===== config.mk =====
export PLATFORM = sky130hd
export DESIGN_NAME = cvg_pipe_ctrl
export DESIGN_NICKNAME = d
export VERILOG_FILES = /design/src/hdl/cvg_pkg.sv /design/src/hdl/cvg_pipe_ctrl.sv
export VERILOG_INCLUDE_DIRS = /design/src /design/src/hdl
export SDC_FILE = /design/constraint.sdc
export NUM_CORES = 1
export LEC_CHECK = 0
export BUFFER_PORTS_ARGS = -buffer_cell sky130_fd_sc_hd__buf_4
export CORE_AREA = 3 3 40 42
export DETAILED_ROUTE_END_ITERATION = 10
export DIE_AREA = 0 0 43 45
export PLACE_DENSITY_LB_ADDON = 0.12
export SETUP_SLACK_MARGIN = 0.05
export SLEW_MARGIN = 20
export SYNTH_ARGS = -nofsm -noshare
export SYNTH_HDL_FRONTEND = slang
export SYNTH_SLANG_ARGS = --single-unit

===== constraint.sdc =====
create_clock -name clk -period 1.6 [get_ports clk]
set_clock_uncertainty 0.2 [all_clocks]
set_input_delay 0.24 -clock clk [delete_from_list [all_inputs] [get_ports clk]]
set_output_delay 0.24 -clock clk [all_outputs]
set_load 0.005 [all_outputs]

===== src/hdl/cylinder_vertex_generator_macros.svh =====
// ----------------------------------------------------------------------------
// cylinder vertex generator assertion macros
// shared property wrappers, clocked on clk and disabled during reset
// ----------------------------------------------------------------------------
`ifndef CYLINDER_VERTEX_GENERATOR_MACROS_SVH
`define CYLINDER_VERTEX_GENERATOR_MACROS_SVH

// same-cycle implication
`define CVG_ASSERT_IMP(lbl, ante, cons, msg) \
    lbl: assert property (@(posedge clk) disable iff (!rst_n) (ante) |-> (cons)) \
        else $error(msg);

// next-cycle implication
`define CVG_ASSERT_NXT(lbl, ante, cons, msg) \
    lbl: assert property (@(posedge clk) disable iff (!rst_n) (ante) |=> (cons)) \
        else $error(msg);

`endif


===== src/hdl/cvg_pkg.sv =====
// ----------------------------------------------------------------------------
// cvg_pkg
// shared types, constants and fixed-point helpers of the cylinder vertex generator
// ----------------------------------------------------------------------------
package cvg_pkg;

    // geometry sizing
    localparam int RING_BITS  = 10;
    localparam int SLICE_BITS = 10;
    localparam int PHASE_BITS = 16;

    // phase bits below the PHASE_BITS resolution are dropped
    localparam int          PHASE_DROP = (PHASE_BITS >= 16) ? 0 : 16 - PHASE_BITS;
    localparam logic [15:0] PHASE_MASK = 16'hFFFF << PHASE_DROP;

    // slice number times turn step
    localparam int PROD_W = SLICE_BITS + 1 + 15;

    // register file
    localparam int REG_COUNT  = 5;
    localparam int APB_ADDR_W = $clog2(4 * REG_COUNT);

    typedef enum logic [2:0] {
        REG_CYL_RADIUS  = 3'd0,
        REG_HALF_LEN    = 3'd1,
        REG_RING_Y_STEP = 3'd2,
        REG_RING_V_STEP = 3'd3,
        REG_TURN_STEP   = 3'd4
    } reg_idx_t;

    localparam logic [30:0] CYL_RADIUS_RST  = 31'd65536;
    localparam logic [30:0] HALF_LEN_RST    = 31'd65536;
    localparam logic [30:0] RING_Y_STEP_RST = 31'd65536;
    localparam logic [15:0] RING_V_STEP_RST = 16'd32768;
    localparam logic [14:0] TURN_STEP_RST   = 15'd2048;

    typedef struct packed {
        logic [30:0] cyl_radius;
        logic [30:0] half_len;
        logic [30:0] ring_y_step;
        logic [15:0] ring_v_step;
        logic [14:0] turn_step;
    } cfg_t;

    // vertex kinds
    localparam logic [1:0] MODE_SIDE   = 2'd0;
    localparam logic [1:0] MODE_BOTTOM = 2'd1;

    // pipeline stages
    localparam int STG_IN       = 0;
    localparam int STG_PRE      = 1;
    localparam int STG_SC_FIRST = 2;
    localparam int STG_SC_LAST  = 7;
    localparam int STG_MUL      = 8;
    localparam int STG_OUT      = 9;
    localparam int STAGES       = 10;

    typedef logic [STAGES-1:0] stage_en_t;

    // quarter-wave sine polynomial, Q2.30 coefficients
    localparam logic [30:0] SC1 = 31'd1686629713;
    localparam logic [29:0] SC3 = 30'd693598668;
    localparam logic [26:0] SC5 = 27'd85569306;
    localparam logic [22:0] SC7 = 23'd5026995;
    localparam logic [17:0] SC9 = 18'd172272;
    localparam logic [30:0] ONE_Q30 = 31'h4000_0000;

    // texture and normal constants
    localparam logic [16:0] UV_ONE           = 17'd65536;
    localparam logic [16:0] UV_HALF          = 17'd32768;
    localparam logic [16:0] UV_QUARTER       = 17'd16384;
    localparam logic [16:0] UV_THREE_QUARTER = 17'd49152;
    localparam logic signed [15:0] NORM_POS_ONE = 16'sh7FFF;
    localparam logic signed [15:0] NORM_NEG_ONE = 16'sh8000;

    // per-stage sideband of a vertex
    typedef struct packed {
        logic [1:0]         mode;
        logic               center;
        logic [16:0]        u_side;
        logic [16:0]        v_side;
        logic signed [31:0] pos_y;
    } meta_t;

    // shift right, rounding half away from zero
    function automatic logic signed [31:0] rnd_shr32(input logic signed [31:0] v,
                                                     input int sh);
        logic signed [32:0] half;
        logic signed [32:0] t;
        half = 33'sd1 <<< (sh - 1);
        t    = 33'(v) + half - (v[31] ? 33'sd1 : 33'sd0);
        return 32'(t >>> sh);
    endfunction

    function automatic logic signed [63:0] rnd_shr64(input logic signed [63:0] v,
                                                     input int sh);
        logic signed [64:0] half;
        logic signed [64:0] t;
        half = 65'sd1 <<< (sh - 1);
        t    = 65'(v) + half - (v[63] ? 65'sd1 : 65'sd0);
        return 64'(t >>> sh);
    endfunction

    function automatic logic signed [31:0] sat32(input logic signed [63:0] v);
        if (v > 64'sd2147483647)
            return 32'sh7FFF_FFFF;
        else if (v < -64'sd2147483648)
            return 32'sh8000_0000;
        else
            return 32'(v);
    endfunction

    // Q2.30 to Q1.15 with +1 saturated
    function automatic logic signed [15:0] norm_q15(input logic signed [31:0] v);
        logic signed [31:0] n;
        n = rnd_shr32(v, 15);
        if (n > 32'sd32767)
            return NORM_POS_ONE;
        else if (n < -32'sd32768)
            return NORM_NEG_ONE;
        else
            return 16'(n);
    endfunction

endpackage


===== src/hdl/cvg_pipe_ctrl.sv =====
// ----------------------------------------------------------------------------
// cvg_pipe_ctrl
// stage valid bits and bubble-collapsing load enables of the vertex pipeline
// ----------------------------------------------------------------------------
`include "cylinder_vertex_generator_macros.svh"

module cvg_pipe_ctrl
    import cvg_pkg::*;
(
    input  logic      clk,
    input  logic      rst_n,
    input  logic      in_valid,
    output logic      in_ready,
    output logic      out_valid,
    input  logic      out_ready,
    output stage_en_t en
);

    stage_en_t valid_reg;
    stage_en_t valid_next;
    logic      in_fire;
    logic      out_fire;

    // a stage loads when it is empty or its word moves on
    always_comb
    begin
        en[STAGES-1] = !valid_reg[STAGES-1] || out_ready;
        for (int k = STAGES - 2; k >= 0; k--)
            en[k] = !valid_reg[k] || en[k+1];
    end

    always_comb
    begin
        valid_next[STG_IN] = en[STG_IN] ? in_valid : valid_reg[STG_IN];
        for (int k = 1; k < STAGES; k++)
            valid_next[k] = en[k] ? valid_reg[k-1] : valid_reg[k];
    end

    always_ff @(posedge clk or negedge rst_n)
    begin
        if (!rst_n)
            valid_reg <= '0;
        else
            valid_reg <= valid_next;
    end

    assign in_ready  = en[STG_IN];
    assign out_valid = valid_reg[STAGES-1];
    assign in_fire   = in_valid && in_ready;
    assign out_fire  = out_valid && out_ready;

    `CVG_ASSERT_IMP(a_blocked_only_when_full, !in_ready, &valid_reg, "input blocked with a bubble in the pipe")
    `CVG_ASSERT_IMP(a_ready_flows_back, out_ready, in_ready, "input stalled while output drains")
    `CVG_ASSERT_NXT(a_word_count, 1'b1, $countones(valid_reg) == $past($countones(valid_reg)) + int'($past(in_fire)) - int'($past(out_fire)), "word lost or duplicated in pipeline")

endmodule


# [After elaboration in Yosys (flattened, before gate mapping)]
# Cells that the tools add are included.
[totals] output_inout_bits=12 romBits=0 in_bits=4 memories=0 regBits=10 ram_bits=0 latch_bits=0 elab_cells=30
[op_classes] shift=0 div_mod_pow=0 order_cmp=0 n_mul=0 add_sub_neg=0 reduce_logical=20 n_eq_ne=0 muxes=0 bitwise_logic=0
[ops] cell="logical NOT 1 bit" n=10
[ops] cell="logical OR 1 bit" n=10

# [Depth between registers and ports, before layout]
[depth] word_depth=11 ltp_mapped=5 mapped_depth_nobuf=2

# [Worst setup path after synthesis]
# No wires, ideal clock.
[synth_timing] path_type="reg2out" start="register valid_reg[9]" end="output port en[0]" path_slack_ps=120 path_stages_with_launch=6 path_buffers=3 t_required_ps=1160 arrival_time_ps=1040 path_cell_list="dfrtp_1 -> and4b_1 -> buf_6 -> buf_6 -> nand3_1 -> buf_4"
[synth_via] elab_chain_cells=11
[synth_rtl] item="start: declaration" line_no="cvg_pipe_ctrl.sv:19" rtl="stage_en_t valid_reg;"
[synth_rtl] item="start signal: assignment" line_no="cvg_pipe_ctrl.sv:44" rtl="valid_reg <= valid_next;"
[synth_rtl] item="logical NOT 1 bit" line_no="cvg_pipe_ctrl.sv:27" rtl="en[STAGES-1] = !valid_reg[STAGES-1] || out_ready;"
[synth_rtl] item="logical OR 1 bit" line_no="cvg_pipe_ctrl.sv:27"
[synth_rtl] item="logical OR 1 bit (9 in a row)" line_no="cvg_pipe_ctrl.sv:29" rtl="en[k] = !valid_reg[k] || en[k+1];"
[synth_rtl] item="end: declaration" line_no="cvg_pipe_ctrl.sv:16" rtl="output stage_en_t en"
# No other way between the ends.

# [Worst setup path in the final report]
[layout_timing] start="register valid_reg[9]" end="output port en[1]"
[layout_via] elab_chain_cells=10
[layout_rtl] item="logical NOT 1 bit" line_no="cvg_pipe_ctrl.sv:27"
[layout_rtl] item="logical OR 1 bit" line_no="cvg_pipe_ctrl.sv:27"
[layout_rtl] item="logical OR 1 bit (8 in a row)" line_no="cvg_pipe_ctrl.sv:29"
# No other way between the ends.

==> impl_results.md <==
- Outcome: finished with violations
- Failing checks: setup timing
- Max Root-Sink Buffers: 2
- Most common cell after layout, fill and taps aside: buf_4
- Finished Layout Cells: 76
- Sw Share: 0.2840
- Layout cell share with drive strength beyond 1: 0.4918
- H-tree depth: 1
- Die Y-Extent: 45 um
- Comb pwr share: 0.368
- Final core utilization: 0.5034
- Power density over the cells: 1157 mW/mm2
- Max-Slew Margin vs Limit: 0.8774
- Antenna diodes: 0
- Seq cells post-synth: 10
- Setup ws final: -0.06087 ns
- Cell taking the most area after synthesis: dfrtp_1
- Unrepaired setup endpoints after global routing: true
- Critical path capture point type: primary output
- Core area: 0.001285 mm2
- Initial antenna violation count: 0
- Crit Path Class: flop to primary output
- Reg-to-reg startpoint: valid_reg[9]
- Chip width: about 43 um
- Ys Warns: 0
- Global-route wire length before repair: 1759 um
- Critical path startpoint category: flop
- DR vias/cell: between 4 and 5
- GP Congestion: about 0.65
- Largest net degree at the start of global routing: 11
- Routed Antenna Nets: 0
- Worst hold start: out_ready
- WL final: 999 um
- DP Cell Count: 66
- Critical Path RT: 1.16 ns
- Clock Latency Late Sink: 0.25 ns
- Overflow after GRT: 0
- Clk sink count: 10
- Static leakage: between 0.3 and 0.4 nW
- DRT Pass-1 Iters: 2
- Std cell rows: 13
- Worst R2R End: valid_reg[4]
- DR vias: 378
- Nets@finish: 67
- Area delta synth->final: 43.61%
- Post-place setup slack: 0.09847 ns
- Worst-case reg-to-reg path depth: 4
- Yosys top cell area share: 0.5556
- Clk pwr share: 0.204
- Hold Crit Class: primary input to flop
- Initial core utilization: 0.3505
- Hold path depth: 3
- Max reg flops: 10
- Hpwl dp: 717.7 um
- Fmax: ~600 MHz
- Tcrit/Tclk final: 1.038
- Psw: 0.0002126 W
- Sequential area share after synthesis: 0.5556
- Mapped cell area: 450.4 um2
- Cells after synthesis: 37
- Synth unique cells: 18
- I/O pins: 16
- Seq pwr share: 0.428
- Avg Inst Size Synth: 12.17 um2
- Worst-margin pin slew: 0.1839 ns
- Avg WL per Cell: 13.14 um
- Initial DRC Count: 5
- # DRC: 0
- Max_cap viols: 0
- Final hold violation count: 0
- Vias in the first global route: slightly below 400
- Fill count: between 100 and 150
- WP data arrival: 1.22 ns
- Net Count, Synth: 41
- Slew Limit Fails: 0
- Top cells by area, synth: dfrtp_1 (56%), buf_6 (7.5%), nand2b_1 (4.2%)
- GRT Util Overall: 0.1225
- Worst reg2reg setup slack: 0.13 ns
- Worst-path clk slew: 0.06 ns
- TritonCTS clock tree: yes
- Worst Hold End: valid_reg[9]
- Worst vdd ir: 0.5273 mV
- Most frequent cells in the layout: buf_4 (21), dfrtp_1 (10), nand2b_1 (3), nand3_1 (3), clkbuf_4 (3)
- Int Pwr: 0.0005359 W
- Cts bufs inserted: 3
- CTS root buffer: clkbuf_4
- IO buf count: 15
- Final worst path period need: 1.661 ns
- Critical path peak fanout: 7
- Finish-stage setup viols: 7
- Die Area: ~0.0019 mm2
## critical path: stages, from the launching register on
cell and delay (ns):
dfrtp_1 0.34, and4b_1 0.25, buf_6 0.14, nand4_1 0.10
buf_4 0.15
## per-stage QoR
step / total power (W) / instance area [um2] / setup TNS [ns] / hold WS, ns
2_1_floorplan: 0.0004631 / 450.4 / 0 / -0.2556
3_3_place_gp: 0.0005384 / 563.0 / 0 / -0.1289
3_5_place_dp: 0.0005538 / 563.0 / 0 / -0.1261
4_1_cts: 0.0007624 / 646.9 / -0.4625 / 0.08745
5_1_grt: 0.0008123 / 646.9 / -0.8612 / 0.09786
6_report: 0.0007485 / 646.9 / -0.2762 / 0.09157
## cells by family after synthesis
| logic type | synth area share |
|---|---|
| AND/OR/NAND/NOR | 0.2056 |
| flip-flops | 0.5556 |
| AO/OA/AOI/OAI | 0.1389 |
| buffers and inverters | 0.09999 |
## synth_stat cells
library cell / n
nand3b_1: 1
and3_1: 1
or2_1: 1
dfrtp_1: 10
a41o_2: 1
nand2_1: 2
inv_1: 1
a31o_2: 2
a21o_1: 2
and4b_1: 1
nand4_1: 2
buf_6: 3
a41o_1: 1
nand3_1: 3
nand2b_1: 3
buf_4: 1
and4_1: 1
a31o_1: 1
## worst max-delay path by stage
stage	startpoint	endpoint	depth (start not counted)
final	valid_reg[9]	en[1]	4
after global routing	valid_reg[9]	en[1]	4
after detailed placement	valid_reg[4]	en[0]	3
after floorplan	valid_reg[9]	en[0]	5
after CTS	valid_reg[8]	en[1]	4
after global placement	out_ready	in_ready	5
## area by class of cell
cell class	count	area [um2]	area share
Sequential cell	10	250.2	0.3868
Timing Repair Buffer	25	193.9	0.2998
Multi-Input combinational cell	22	157.7	0.2437
Clock buffer	3	22.52	0.03482
Tap cell	15	18.77	0.02901
Inverter	1	3.754	0.005803
## power by group through the flow
stage / Combinational [W] / Clock [W] / Sequential, W
floorplan: 0.000133 / 0 / 0.000330
global placement: 0.000218 / 0 / 0.000320
detailed placement: 0.000229 / 0 / 0.000325
CTS: 0.000279 / 0.000163 / 0.000320
global route: 0.000304 / 0.000182 / 0.000326
finish: 0.000276 / 0.000153 / 0.000320
## per-layer routing
metal / vias to the layer above / global-route usage / routed length [um]
met5: - / 0 / 0
met4: 0 / 0.05422 / 4
met3: 2 / 0.03187 / 67
met2: 12 / 0.2126 / 522
met1: 176 / 0.1432 / 406
li1: 188 / - / -
## timing repair
| action | in CTS | in global routing |
|---|---|---|
| buffers inserted | 4 | 0 |
| pin swaps | 1 | 2 |
| endpoints found under the setup margin | 9 | 9 |
| hold endpoints to repair | 11 | 0 |
| resized for setup | 3 | 0 |
| cloned | 1 | 0 |
| hold buffers | 2 | 0 |
Power figures use the tool's default switching activity.
