### src/hdl/cylinder_vertex_generator_macros.svh
// ----------------------------------------------------------------------------
// cylinder vertex generator assertion macros
// shared property wrappers, clocked on clk and disabled during reset
// ----------------------------------------------------------------------------
`ifndef CYLINDER_VERTEX_GENERATOR_MACROS_SVH
`define CYLINDER_VERTEX_GENERATOR_MACROS_SVH

// same-cycle implication
`define CVG_ASSERT_IMP(lbl, ante, cons, msg) \
    lbl: assert property (@(posedge clk) disable iff (!rst_n) (ante) |-> (cons)) \
        else $error(msg);

// next-cycle implication
`define CVG_ASSERT_NXT(lbl, ante, cons, msg) \
    lbl: assert property (@(posedge clk) disable iff (!rst_n) (ante) |=> (cons)) \
        else $error(msg);

`endif

### src/hdl/cvg_pkg.sv
// ----------------------------------------------------------------------------
// cvg_pkg
// shared types, constants and fixed-point helpers of the cylinder vertex generator
// ----------------------------------------------------------------------------
package cvg_pkg;

    // geometry sizing
    localparam int RING_BITS  = 10;
    localparam int SLICE_BITS = 10;
    localparam int PHASE_BITS = 16;

    // phase bits below the PHASE_BITS resolution are dropped
    localparam int          PHASE_DROP = (PHASE_BITS >= 16) ? 0 : 16 - PHASE_BITS;
    localparam logic [15:0] PHASE_MASK = 16'hFFFF << PHASE_DROP;

    // slice number times turn step
    localparam int PROD_W = SLICE_BITS + 1 + 15;

    // register file
    localparam int REG_COUNT  = 5;
    localparam int APB_ADDR_W = $clog2(4 * REG_COUNT);

    typedef enum logic [2:0] {
        REG_CYL_RADIUS  = 3'd0,
        REG_HALF_LEN    = 3'd1,
        REG_RING_Y_STEP = 3'd2,
        REG_RING_V_STEP = 3'd3,
        REG_TURN_STEP   = 3'd4
    } reg_idx_t;

    localparam logic [30:0] CYL_RADIUS_RST  = 31'd65536;
    localparam logic [30:0] HALF_LEN_RST    = 31'd65536;
    localparam logic [30:0] RING_Y_STEP_RST = 31'd65536;
    localparam logic [15:0] RING_V_STEP_RST = 16'd32768;
    localparam logic [14:0] TURN_STEP_RST   = 15'd2048;

    typedef struct packed {
        logic [30:0] cyl_radius;
        logic [30:0] half_len;
        logic [30:0] ring_y_step;
        logic [15:0] ring_v_step;
        logic [14:0] turn_step;
    } cfg_t;

    // vertex kinds
    localparam logic [1:0] MODE_SIDE   = 2'd0;
    localparam logic [1:0] MODE_BOTTOM = 2'd1;

    // pipeline stages
    localparam int STG_IN       = 0;
    localparam int STG_PRE      = 1;
    localparam int STG_SC_FIRST = 2;
    localparam int STG_SC_LAST  = 7;
    localparam int STG_MUL      = 8;
    localparam int STG_OUT      = 9;
    localparam int STAGES       = 10;

    typedef logic [STAGES-1:0] stage_en_t;

    // quarter-wave sine polynomial, Q2.30 coefficients
    localparam logic [30:0] SC1 = 31'd1686629713;
    localparam logic [29:0] SC3 = 30'd693598668;
    localparam logic [26:0] SC5 = 27'd85569306;
    localparam logic [22:0] SC7 = 23'd5026995;
    localparam logic [17:0] SC9 = 18'd172272;
    localparam logic [30:0] ONE_Q30 = 31'h4000_0000;

    // texture and normal constants
    localparam logic [16:0] UV_ONE           = 17'd65536;
    localparam logic [16:0] UV_HALF          = 17'd32768;
    localparam logic [16:0] UV_QUARTER       = 17'd16384;
    localparam logic [16:0] UV_THREE_QUARTER = 17'd49152;
    localparam logic signed [15:0] NORM_POS_ONE = 16'sh7FFF;
    localparam logic signed [15:0] NORM_NEG_ONE = 16'sh8000;

    // per-stage sideband of a vertex
    typedef struct packed {
        logic [1:0]         mode;
        logic               center;
        logic [16:0]        u_side;
        logic [16:0]        v_side;
        logic signed [31:0] pos_y;
    } meta_t;

    // shift right, rounding half away from zero
    function automatic logic signed [31:0] rnd_shr32(input logic signed [31:0] v,
                                                     input int sh);
        logic signed [32:0] half;
        logic signed [32:0] t;
        half = 33'sd1 <<< (sh - 1);
        t    = 33'(v) + half - (v[31] ? 33'sd1 : 33'sd0);
        return 32'(t >>> sh);
    endfunction

    function automatic logic signed [63:0] rnd_shr64(input logic signed [63:0] v,
                                                     input int sh);
        logic signed [64:0] half;
        logic signed [64:0] t;
        half = 65'sd1 <<< (sh - 1);
        t    = 65'(v) + half - (v[63] ? 65'sd1 : 65'sd0);
        return 64'(t >>> sh);
    endfunction

    function automatic logic signed [31:0] sat32(input logic signed [63:0] v);
        if (v > 64'sd2147483647)
            return 32'sh7FFF_FFFF;
        else if (v < -64'sd2147483648)
            return 32'sh8000_0000;
        else
            return 32'(v);
    endfunction

    // Q2.30 to Q1.15 with +1 saturated
    function automatic logic signed [15:0] norm_q15(input logic signed [31:0] v);
        logic signed [31:0] n;
        n = rnd_shr32(v, 15);
        if (n > 32'sd32767)
            return NORM_POS_ONE;
        else if (n < -32'sd32768)
            return NORM_NEG_ONE;
        else
            return 16'(n);
    endfunction

endpackage

### src/hdl/cvg_regs.sv
// ----------------------------------------------------------------------------
// cvg_regs
// configuration registers behind the apb port
// ----------------------------------------------------------------------------
module cvg_regs
    import cvg_pkg::*;
(
    input  logic                  clk,
    input  logic                  rst_n,
    input  logic                  psel,
    input  logic                  penable,
    input  logic                  pwrite,
    input  logic [APB_ADDR_W-1:0] paddr,
    input  logic [31:0]           pwdata,
    output logic [31:0]           prdata,
    output logic                  pready,
    output cfg_t                  cfg
);

    logic [30:0] cyl_radius_reg;
    logic [30:0] half_len_reg;
    logic [30:0] ring_y_step_reg;
    logic [15:0] ring_v_step_reg;
    logic [14:0] turn_step_reg;
    logic        wr_en;
    reg_idx_t    idx;

    assign pready = 1'b1;
    assign wr_en  = psel && penable && pwrite && pready;
    assign idx    = reg_idx_t'(paddr[APB_ADDR_W-1:2]);

    always_ff @(posedge clk or negedge rst_n)
    begin
        if (!rst_n)
        begin
            cyl_radius_reg  <= CYL_RADIUS_RST;
            half_len_reg    <= HALF_LEN_RST;
            ring_y_step_reg <= RING_Y_STEP_RST;
            ring_v_step_reg <= RING_V_STEP_RST;
            turn_step_reg   <= TURN_STEP_RST;
        end
        else if (wr_en)
        begin
            case (idx)
                REG_CYL_RADIUS:  cyl_radius_reg  <= pwdata[30:0];
                REG_HALF_LEN:    half_len_reg    <= pwdata[30:0];
                REG_RING_Y_STEP: ring_y_step_reg <= pwdata[30:0];
                REG_RING_V_STEP: ring_v_step_reg <= pwdata[15:0];
                REG_TURN_STEP:   turn_step_reg   <= pwdata[14:0];
                default:         ;
            endcase
        end
    end

    always_comb
    begin
        case (idx)
            REG_CYL_RADIUS:  prdata = 32'(cyl_radius_reg);
            REG_HALF_LEN:    prdata = 32'(half_len_reg);
            REG_RING_Y_STEP: prdata = 32'(ring_y_step_reg);
            REG_RING_V_STEP: prdata = 32'(ring_v_step_reg);
            REG_TURN_STEP:   prdata = 32'(turn_step_reg);
            default:         prdata = 32'd0;
        endcase
    end

    assign cfg.cyl_radius  = cyl_radius_reg;
    assign cfg.half_len    = half_len_reg;
    assign cfg.ring_y_step = ring_y_step_reg;
    assign cfg.ring_v_step = ring_v_step_reg;
    assign cfg.turn_step   = turn_step_reg;

endmodule

### config.mk
export PLATFORM = sky130hd
export DESIGN_NAME = cvg_regs
export DESIGN_NICKNAME = d
export VERILOG_FILES = /design/src/hdl/cylinder_vertex_generator_macros.svh /design/src/hdl/cvg_pkg.sv /design/src/hdl/cvg_regs.sv
export SDC_FILE = /design/constraint.sdc
export NUM_CORES = 1
export LEC_CHECK = 0
export ABC_AREA = 1
export ABC_CLOCK_PERIOD_IN_PS = 1350
export BUFFER_PORTS_ARGS = -buffer_cell sky130_fd_sc_hd__buf_2
export CAP_MARGIN = 20
export CORE_ASPECT_RATIO = 1.4
export CORE_MARGIN = 1
export CORE_UTILIZATION = 54
export DETAILED_ROUTE_END_ITERATION = 16
export PLACE_DENSITY = 0.92
export REMOVE_ABC_BUFFERS = 1
export SYNTH_ARGS = -nofsm -noshare
export SYNTH_HDL_FRONTEND = slang
export SYNTH_SLANG_ARGS = --single-unit
### constraint.sdc
create_clock -name clk -period 1.35 [get_ports clk]
set_input_delay 0.0675 -clock clk [delete_from_list [all_inputs] [get_ports clk]]
set_output_delay 0.0675 -clock clk [all_outputs]
set_load 0.01 [all_outputs]
; Yosys cells after proc, flatten, opt, wreduce, memory -nomap -nowiden
; Cells that the tools add are included.
[totals]
register_bits = 124
out_inout_bits = 157
wordCells = 18
[op_classes]
n_eq_ne = 4
n_mux = 1
reduce_logical = 8
[op_table]
columns = op, count
row1 = 31-bit one-hot mux with 5 select lines, 1
row2 = 2-bit AND reduction, 5
row3 = "3-bit by 2-bit == test with 1-bit output, second input constant", 2
row4 = "3-bit by 1-bit == test with 1-bit output, second input constant", 1
row5 = "3-bit == test, second input constant", 1
row6 = 3-bit logical NOT, 1
row7 = 1-bit logical AND, 2

; Depth between registers and ports, before layout
; Gate-level depths: netlist (run 1).
[logic_depth]
word_depth = 3
mapped_depth = 8
ltp_nobuf = 6

; Worst setup path before layout (run 1)
; No wires, ideal clock.
[synth_timing]
path_type = input-to-reg
start = input port paddr[2]
end = register cyl_radius_reg[10]
setup_ns = 0.119
arrival_time_ns = 0.880
required_time_ns = 1.231
setup_slack_ns = 0.351
stages = 6
n_path_buf = 2
path_cell_list = buf_6 -> nor3_4 -> nand2_4 -> buf_6 -> nand2_1 -> o21ai_2
[synth_via]
elab_chain_len = 2
[synth_lines]
columns = item, line
row1 = start: declaration, cvg_regs.sv:13  ; input logic [APB_ADDR_W-1:0] paddr,
row2 = 3-bit logical NOT, cvg_regs.sv:44  ; case (idx)
row3 = 2-bit AND reduction (no source line), -
row4 = end signal: assignment, cvg_regs.sv:45  ; REG_CYL_RADIUS: cyl_radius_reg <= pwdata[30:0];
row5 = end: declaration, cvg_regs.sv:20  ; logic [30:0] cyl_radius_reg;
; No other way between the ends.
; A chain may end at the register's enable or synchronous reset.

; Worst setup path after layout (run 1)
[layout_timing]
start = register turn_step_reg[2]
end = output port prdata[2]
[layout_via]
elab_chain_len = 1
[layout_lines]
columns = item, line
row1 = start: declaration, cvg_regs.sv:24  ; logic [14:0] turn_step_reg;
row2 = start signal: assignment, cvg_regs.sv:49  ; REG_TURN_STEP: turn_step_reg <= pwdata[14:0];
row3 = 31-bit one-hot mux with 5 select lines, cvg_regs.sv:57  ; case (idx)
row4 = end: declaration, cvg_regs.sv:15  ; output logic [31:0] prdata,
; No other way between the ends.

==> results of run 1 <==
## cells by family (layout without fill, tap and decap cells)
family / count (synthesis) / after routing
AND/OR/NAND/NOR: 335 / 335
AO/OA/AOI/OAI: 131 / 131
flip-flops: 124 / 124
buffers and inverters: 101 / 382
other: 2 / 2
## worst register-to-register path, stage by stage, from the launching register on
cell and delay, ns:
dfrtp_1 0.38, buf_4 0.14, o21ai_0 0.12, nand2_1 0.12
## synthesized netlist by cell type, types with 4 or more instances
cell	n
clkbuf_1	14
inv_1	51
nand4_1	25
o21ai_0	77
nand2_1	231
o21ai_1	22
dfstp_2	5
nor2_1	21
buf_2	18
buf_4	4
dfrtp_1	119
nand3_1	49
buf_6	9
o21ai_2	31
## stage by stage
step	hold slack (ns)	setup TNS [ns]	utilization	cell area, µm²
2_1_floorplan	-0.2281	-9.244	-	5547
3_3_place_gp	0.04546	0	0.6795	7071
3_5_place_dp	0.05579	0	0.6795	7071
4_1_cts	0.1673	-0.02438	0.7683	7994
5_1_grt	0.2022	-0.5635	0.7933	8254
6_report	0.1586	-0.02441	0.7933	8254
## per-layer routing
metal / vias to the layer above / part of all wire
li1: 2774 / -
met1: 2888 / 0.38
met2: 313 / 0.52
met3: 68 / 0.064
met4: 0 / 0.038
met5: - / 0
## worst min-delay path by stage
stage | start | endpoint | slack (ns)
CTS | rst_n | ring_y_step_reg[24] | 0.17
detailed placement | rst_n | ring_y_step_reg[24] | 0.06
global placement | rst_n | ring_y_step_reg[26] | 0.05
finish | rst_n | ring_y_step_reg[24] | 0.16
global route | rst_n | cyl_radius_reg[24] | 0.20
floorplan | rst_n | cyl_radius_reg[0] | -0.23
## layout make-up
class                      instances  area share
multi-input combinational        468      0.2715
tap                              138     0.02092
timing repair buffer             295      0.2350
inverter                          55     0.02592
clock buffer                      21     0.05578
sequential                       124      0.3767
clock inverter                    11     0.01425
## what timing repair did
item | in CTS | in global routing
pin swaps | 3 | 35
endpoints found under the setup margin | 3 | 16
setup buffers | 2 | 32
endpoints found under the hold margin | 134 | 0
gates resized for setup | 4 | 4
hold buffers | 32 | 0
## power by group
part	switching (mW)	internal, mW	total [mW]	leakage, nW
Clock	1.62	2.80	4.42	0.283
Combinational	1.65	1.36	3.01	2.72
Sequential	0.554	4.44	5.00	1.59
==> flow_summary.yaml, run 1 <==
timing:
  timing.fmax_mhz: 734.8
  setup_slack_ns: -0.01089
  worst_clock_skew_ns: 0
  period_share: 1.008
  fin_crit_ns: 1.361
  slew_violations: 0
  final_hold_viol_count: 0
  rsz0062_at_grt: "yes"
  setup_viol_count_final: 3
synthesis:
  synth_fa_ha_area_frac: 0
  yosysUniqueCellTypes: 27
  yosysTopAreaCell: "dfrtp_1"
  yosys.area_share.simple: 0.2479
  synth_top_area_share: 0.5113
  synth_seq_cells: 124
  synth.yosys.warnings: 0
  syn_area_um2: 5824
  synthCells: 693
  synth_top_family_by_area: "simple AND/OR/NAND/NOR gates"
  synthFlopType: "dfrtp_1"
  yosysSeqAreaShare: 0.5338
  synth-async-reset-ratio: 1.000
  yosys-top-cells-area: "dfrtp_1, nand2_1, o21ai_0"
  synth_compound_area_frac: 0.1325
  synthXorXnorAreaFrac: 0
  synth_edf_count: 0
  avgSynthCellArea_um2: 8.405
  synthMuxAreaShare: 0
finish:
  register_area_um2: 3109
  area_growth_pct: 41.72
  insertedDiodeCount: 0
  drive_gt1_frac: 0.3573
  mostFrequentLayoutCells: "nand2_1, buf_2, dfrtp_1"
  multi_input_area_um2: 2241
  fillers: 658
  final_common_cell: "nand2_1"
  nets: 1003
  instances_no_fill: 1112
setup_path:
  reg2reg_from: "ring_v_step_reg[6]"
  cpPeakStageDelay_ns: 0.41
  crit_path_top_delay_cell: "dfrtp_1"
  timing.rr.end: "ring_v_step_reg[6]"
  crit_path_start: "turn_step_reg[2]"
  reg2regPathDepth: 3
  worstPathMaxFanout: 3
  reg2reg_slack_ns: 0.47
  cp.depth: 5
  crit_arrival_ns: 1.29
  critical_path_buf_inv_count: 1
  critPathCapture: "prdata[2]"
  cp_top_family: "flip-flops"
  crit_path_end_kind: "output port"
  worstPathRequired_ns: 1.28
  crit_chain: "nand3_1 > nand2_1 > nor2_1 > nand2_1 > buf_2"
  startpoint_type: "flip-flop"
  critical_path.most_common_cell: "nand2_1"
  crit_type: "reg2out"
cts:
  tritoncts: "yes"
  clk_path_buf_depth: 2
  path_clk_slew_ns: 0.06
  clk-insertion-delay-late_ns: 0.40
  cts_root_buffer: "clkbuf_16"
  htree_levels: 4
  numCtsBuffers: 17
  cts_sinks: 124
die:
  fp-row-count: 44
  die_w_um: 89.78
  placeableCoreArea_um2: 10410
  die_y_um: 124.9
  ioPinCount: 199
  dieArea_um2: 11210
  initial_core_util: 0.5598
placed_design:
  pre_cts_ws_ns: 0.04719
  gp_congestion: 0.8629
  place_hpwl_um: 11580
  io_buffers: 193
  place_inst: 1014
status:
  violations: "setup timing"
  status: "finished with violations"
global_route:
  met1_usage: 0.3702
  grt_pass1_vias: 5780
  busiest_layer: "met2"
  use_met2: 0.5593
  grt_pass1_wl_um: 28200
  grtUsageTotal: 0.3206
  grt-ovfl-total: 0
  grt_max_degree: 49
  met3_usage: 0.06593
  antenna_found_initial: 0
run:
  drv_cap: 0
worst_hold_path:
  holdCritPathClass: "in2async"
routing:
  drt-initial-drc-count: 463
  dr.pass1.iters: 5
  antenna_left: 0
  wl_per_cell_um: 16.22
  totalWireLength_um: 18040
  viasPerCell: 5.434
  route.detailed.drc: 0
  vias: 6043
power_and_ir_drop:
  peakVddDrop_mv: 0.9564
  leakage_nw: 4.593
  power_density_nw_per_um2: 1506
  power_mw: 12.43
(Power assumes the default switching activity.)
==> inputs of run 2 (changes only) <==
--- a/config.mk
+++ b/config.mk
@@ -13,7 +13,7 @@
 export CORE_MARGIN = 1
 export CORE_UTILIZATION = 54
 export DETAILED_ROUTE_END_ITERATION = 16
-export PLACE_DENSITY = 0.92
+export PLACE_DENSITY = 0.94
 export REMOVE_ABC_BUFFERS = 1
 export SYNTH_ARGS = -nofsm -noshare
 export SYNTH_HDL_FRONTEND = slang
==> flow_summary.yaml, run 2 (synthesized netlist as in run 1, its figures left out) <==
status:
  status: "finished with violations"
  violations: "setup timing"
power_and_ir_drop:
  power_mw: 12.80
  clock_power_share: 0.367
  leakage_nw: 4.616
  p_sw_frac: 0.3033
  p_switching_mw: 3.884
  internal_power_mw: 8.921
  pwr-share-seq: 0.391
  peakVddDrop_mv: 0.9246
  p_comb_frac: 0.242
  power_density_nw_per_um2: 1541
setup_path:
  crit_arrival_ns: 1.32
  startpoint_type: "flip-flop"
  crit_path_start: "cyl_radius_reg[4]"
  worstPathRequired_ns: 1.28
  cpPeakStageDelay_ns: 0.40
  critical_path.most_common_cell: "nand2_1"
  crit_chain: "nand3_1 > nand2_1 > nor2_2 > nand2_1 > buf_2"
  worstPathMaxFanout: 2
  crit_type: "reg2out"
  crit_path_top_delay_cell: "dfrtp_1"
  crit_path_end_kind: "output port"
  reg2reg_from: "ring_v_step_reg[15]"
  critical_path_buf_inv_count: 1
  cp_top_family: "flip-flops"
cts:
  tritoncts: "yes"
  cts_root_buffer: "clkbuf_16"
  clk-insertion-delay-late_ns: 0.40
  path_clk_slew_ns: 0.05
  clk_path_buf_depth: 2
  htree_levels: 4
  cts_sinks: 124
  numCtsBuffers: 17
finish:
  fin_util: 0.7986
  register_area_um2: 3109
  area_growth_pct: 42.66
  fillers: 640
  final_common_cell: "nand2_1"
  nets: 1006
  drive_gt1_frac: 0.3634
  design_area_um2: 8309
  insertedDiodeCount: 0
  multi_input_area_um2: 2250
  mostFrequentLayoutCells: "nand2_1, buf_2, dfrtp_1"
timing:
  period_share: 1.031
  rsz0062_at_grt: "yes"
  setup_viol_count_final: 5
  tns_ns: -0.1167
  setup_slack_ns: -0.04172
  timing.fmax_mhz: 718.5
  slew_violations: 0
  final_hold_viol_count: 0
  worst_clock_skew_ns: 0
  fin_crit_ns: 1.392
run:
  drv_cap: 0
placed_design:
  gp_congestion: 0.8276
  dpl-instance-area_um2: 7043
  place_hpwl_um: 11770
  io_buffers: 193
die:
  ioPinCount: 199
  die_w_um: 89.78
  die_y_um: 124.9
  initial_core_util: 0.5598
  placeableCoreArea_um2: 10410
  fp-row-count: 44
  dieArea_um2: 11210
global_route:
  antenna_found_initial: 0
  grtUsageTotal: 0.3321
  grt_max_degree: 51
  grt-ovfl-total: 0
  grt_pass1_wl_um: 29130
  grt_pass1_vias: 5950
routing:
  vias: 6140
  viasPerCell: 5.507
  wl_per_cell_um: 17.15
  dr.pass1.iters: 5
  antenna_left: 0
  totalWireLength_um: 19120
  route.detailed.drc: 0
  drt-initial-drc-count: 590
worst_hold_path:
  holdCritPathClass: "in2async"
==> run 2: changes by cell type in the layout (fill, tap and decap cells not counted), sizes merged <==
| cell | before | now |
|---|---|---|
| clkinv | 6 | 3 |
| buf | 263 | 266 |
| clkbuf | 21 | 22 |
| bufinv | 2 | 3 |
| inv | 56 | 55 |
| clkinvlp | 2 | 4 |
==> run 2: power groups by stage <==
stage / combinational, mW / sequential (mW) / clock, mW
detailed placement: 2.59 / 5.04 / 0
global route: 3.35 / 5.08 / 4.91
floorplan: 0.923 / 5.31 / 0
finish: 3.10 / 5.01 / 4.70
global placement: 2.48 / 5.03 / 0
CTS: 2.74 / 5.00 / 4.72
==> run 2: worst paths after layout <==
check | endpoint | slack [ns] | cells after the start
worst max-delay path | prdata[4] | -0.04 | 5
worst min register to register | ring_y_step_reg[16] | 0.49 | 2
max in group asynchronous | half_len_reg[16] | 0.63 | 3
worst max register to register | ring_v_step_reg[15] | 0.38 | 3
min in group clk | half_len_reg[4] | 0.26 | 5
worst min-delay path | cyl_radius_reg[9] | 0.16 | 2
==> run 2: final cells by class <==
cell class / count / share of cell area
flip-flops and latches: 124 / 0.3742
multi-input cells: 468 / 0.2707
repair buffers: 298 / 0.2335
clock buffers: 22 / 0.05827
inverters: 55 / 0.02575
well taps: 138 / 0.02078
clock inverters: 10 / 0.01671
==> run 2: stage by stage <==
stage / cells / setup WS [ns] / hold slack [ns]
CTS: 1083 / -0.01679 / 0.1538
global placement: 1012 / 0.1129 / 0.03080
detailed placement: 1012 / 0.01248 / 0.03517
floorplan: 647 / -0.4181 / -0.2281
finish: 1115 / -0.04172 / 0.1578
global route: 1115 / -0.09471 / 0.1829
==> run 2: repair_timing <==
action,4_1_cts,5_1_grt
endpoints found under the hold margin,198,0
pin swaps,9,21
hold buffers,32,0
gates resized for setup,2,10
cloned,0,0
endpoints found under the setup margin,6,19
buffers inserted,7,32
==> run 2: routing by layer <==
metal  global-route usage  wire (µm)  vias up
li1                     -          -     2778
met1               0.3806       6979     2892
met2               0.5688       9907      388
met3              0.07570       1395       82
met4               0.1880        840        0
met5                    0          0        -
==> inputs of run 3 (changes only) <==
--- a/config.mk
+++ b/config.mk
@@ -7,13 +7,14 @@
 export LEC_CHECK = 0
 export ABC_AREA = 1
 export ABC_CLOCK_PERIOD_IN_PS = 1350
-export BUFFER_PORTS_ARGS = -buffer_cell sky130_fd_sc_hd__buf_2
+export BUFFER_PORTS_ARGS = -buffer_cell sky130_fd_sc_hd__buf_4
 export CAP_MARGIN = 20
 export CORE_ASPECT_RATIO = 1.4
 export CORE_MARGIN = 1
 export CORE_UTILIZATION = 54
 export DETAILED_ROUTE_END_ITERATION = 16
-export PLACE_DENSITY = 0.94
+export HOLD_SLACK_MARGIN = 0.03
+export PLACE_DENSITY = 0.85
 export REMOVE_ABC_BUFFERS = 1
 export SYNTH_ARGS = -nofsm -noshare
 export SYNTH_HDL_FRONTEND = slang
==> flow_summary.yaml, run 3 (synthesized netlist as in run 1, its figures left out) <==
setup_path:
  cp.depth: 5
  crit_arrival_ns: 1.37
  crit_path_end_kind: "output port"
  crit_path_start: "turn_step_reg[11]"
  startpoint_type: "flip-flop"
  critical_path_buf_inv_count: 1
  crit_type: "reg2out"
  crit_chain: "nand3_2 > nand2_1 > nor2_1 > nand2_1 > buf_4"
  critical_path.most_common_cell: "nand2_1"
  cpPeakStageDelay_ns: 0.54
  reg2regPathDepth: 4
  worstPathRequired_ns: 1.28
  cp_top_family: "flip-flops"
  worstPathMaxFanout: 2
  crit_path_top_delay_cell: "dfstp_2"
  reg2reg_from: "turn_step_reg[11]"
routing:
  dr.pass1.iters: 5
  vias: 6270
  antenna_left: 0
  wl_per_cell_um: 18.37
  drt-initial-drc-count: 541
  viasPerCell: 5.623
  totalWireLength_um: 20480
  route.detailed.drc: 0
timing:
  period_share: 1.063
  final_hold_viol_count: 0
  setup_slack_ns: -0.08439
  slew_violations: 0
  setup_viol_count_final: 6
  fin_crit_ns: 1.434
  worst_clock_skew_ns: 0
  rsz0062_at_grt: "yes"
  timing.fmax_mhz: 697.2
finish:
  area_growth_pct: 49.45
  insertedDiodeCount: 0
  design_area_um2: 8705
  drive_gt1_frac: 0.3552
  fillers: 552
  nets: 1006
  final_common_cell: "buf_4"
  mostFrequentLayoutCells: "buf_4, nand2_1, dfrtp_1"
cts:
  clk_path_buf_depth: 2
  tritoncts: "yes"
  cts_sinks: 124
  clk-insertion-delay-late_ns: 0.40
  htree_levels: 4
  path_clk_slew_ns: 0.05
  numCtsBuffers: 17
  cts_root_buffer: "clkbuf_16"
placed_design:
  io_buffers: 193
  dpl-instance-area_um2: 7501
  gp_congestion: 0.8080
  place_hpwl_um: 12350
  pre_cts_ws_ns: 0.1169
die:
  fp-row-count: 44
  die_w_um: 89.78
  ioPinCount: 199
  placeableCoreArea_um2: 10410
  dieArea_um2: 11210
  die_y_um: 124.9
  initial_core_util: 0.5598
global_route:
  antenna_found_initial: 0
  grt_max_degree: 51
  grt-ovfl-total: 0
  grtUsageTotal: 0.3564
  grt_pass1_wl_um: 30930
  grt_pass1_vias: 6170
run:
  drv_cap: 0
power_and_ir_drop:
  power_density_nw_per_um2: 1455
  leakage_nw: 4.661
  power_mw: 12.66
  peakVddDrop_mv: 1.461
status:
  violations: "setup timing"
  status: "finished with violations"
worst_hold_path:
  holdCritPathClass: "in2async"
run 3: cell count changes in the layout (fill, tap and decap cells not counted), moves of 2 or more:
cell / change
nor2_1: +3
clkinv_2: +5
bufinv_16: -3
nor2_2: -4
buf_6: +10
clkbuf_8: -3
buf_4: +182
clkinvlp_4: -2
buf_2: -192
clkbuf_1: +4
run 3: per-stage QoR:
| stage | hold WS, ns | TNS (ns) | cells | utilization |
|---|---|---|---|---|
| after floorplan | -0.2281 | -9.244 | 647 | - |
| after global placement | -0.01008 | 0 | 1009 | 0.7209 |
| after detailed placement | -0.01129 | 0 | 1009 | 0.7209 |
| after CTS | 0.1017 | -0.04653 | 1080 | 0.8056 |
| after global routing | 0.1190 | -0.8942 | 1115 | 0.8366 |
| final | 0.1079 | -0.1797 | 1115 | 0.8366 |
run 3: area by class of cell:
type	instances	area, µm²	area share
inverter	55	214.0	0.02458
multi-input combinational	468	2242	0.2576
sequential	124	3109	0.3572
clock buffer	23	457.9	0.05261
clock inverter	9	50.05	0.005750
timing repair buffer	298	2459	0.2824
tap	138	172.7	0.01984
run 3: power by group:
group          leakage (nW)  internal, mW  total [mW]  switching (mW)
Sequential             1.59          4.45        5.05           0.605
Combinational          2.82          1.87        3.69            1.81
Clock                 0.250          2.36        3.93            1.56
Total                  4.66          8.68        12.7            3.98
run 3: final timing paths:
check / end / slack (ns)
max in group asynchronous: ring_v_step_reg[15] / 0.61
max reg2reg: turn_step_reg[11] / 0.36
min reg2reg: ring_y_step_reg[16] / 0.48
max: prdata[11] / -0.08
min in group clk: half_len_reg[0] / 0.27
min: cyl_radius_reg[21] / 0.11
run 3: timing repair:
item	CTS	global route
hold buffers	32	0
buffers inserted	7	35
resized for setup	0	20
setup endpoints to repair	6	16
endpoints found under the hold margin	234	0
pin swaps	1	30
run 3: routing by layer:
layer / part of all wire / vias to the layer above / routed length, µm / global-route usage
met5: 0 / - / 0 / 0
met3: 0.094 / 71 / 1922 / 0.1062
met2: 0.51 / 406 / 10490 / 0.6090
li1: - / 2788 / - / -
met1: 0.35 / 3005 / 7251 / 0.4070
met4: 0.040 / 0 / 810 / 0.1688
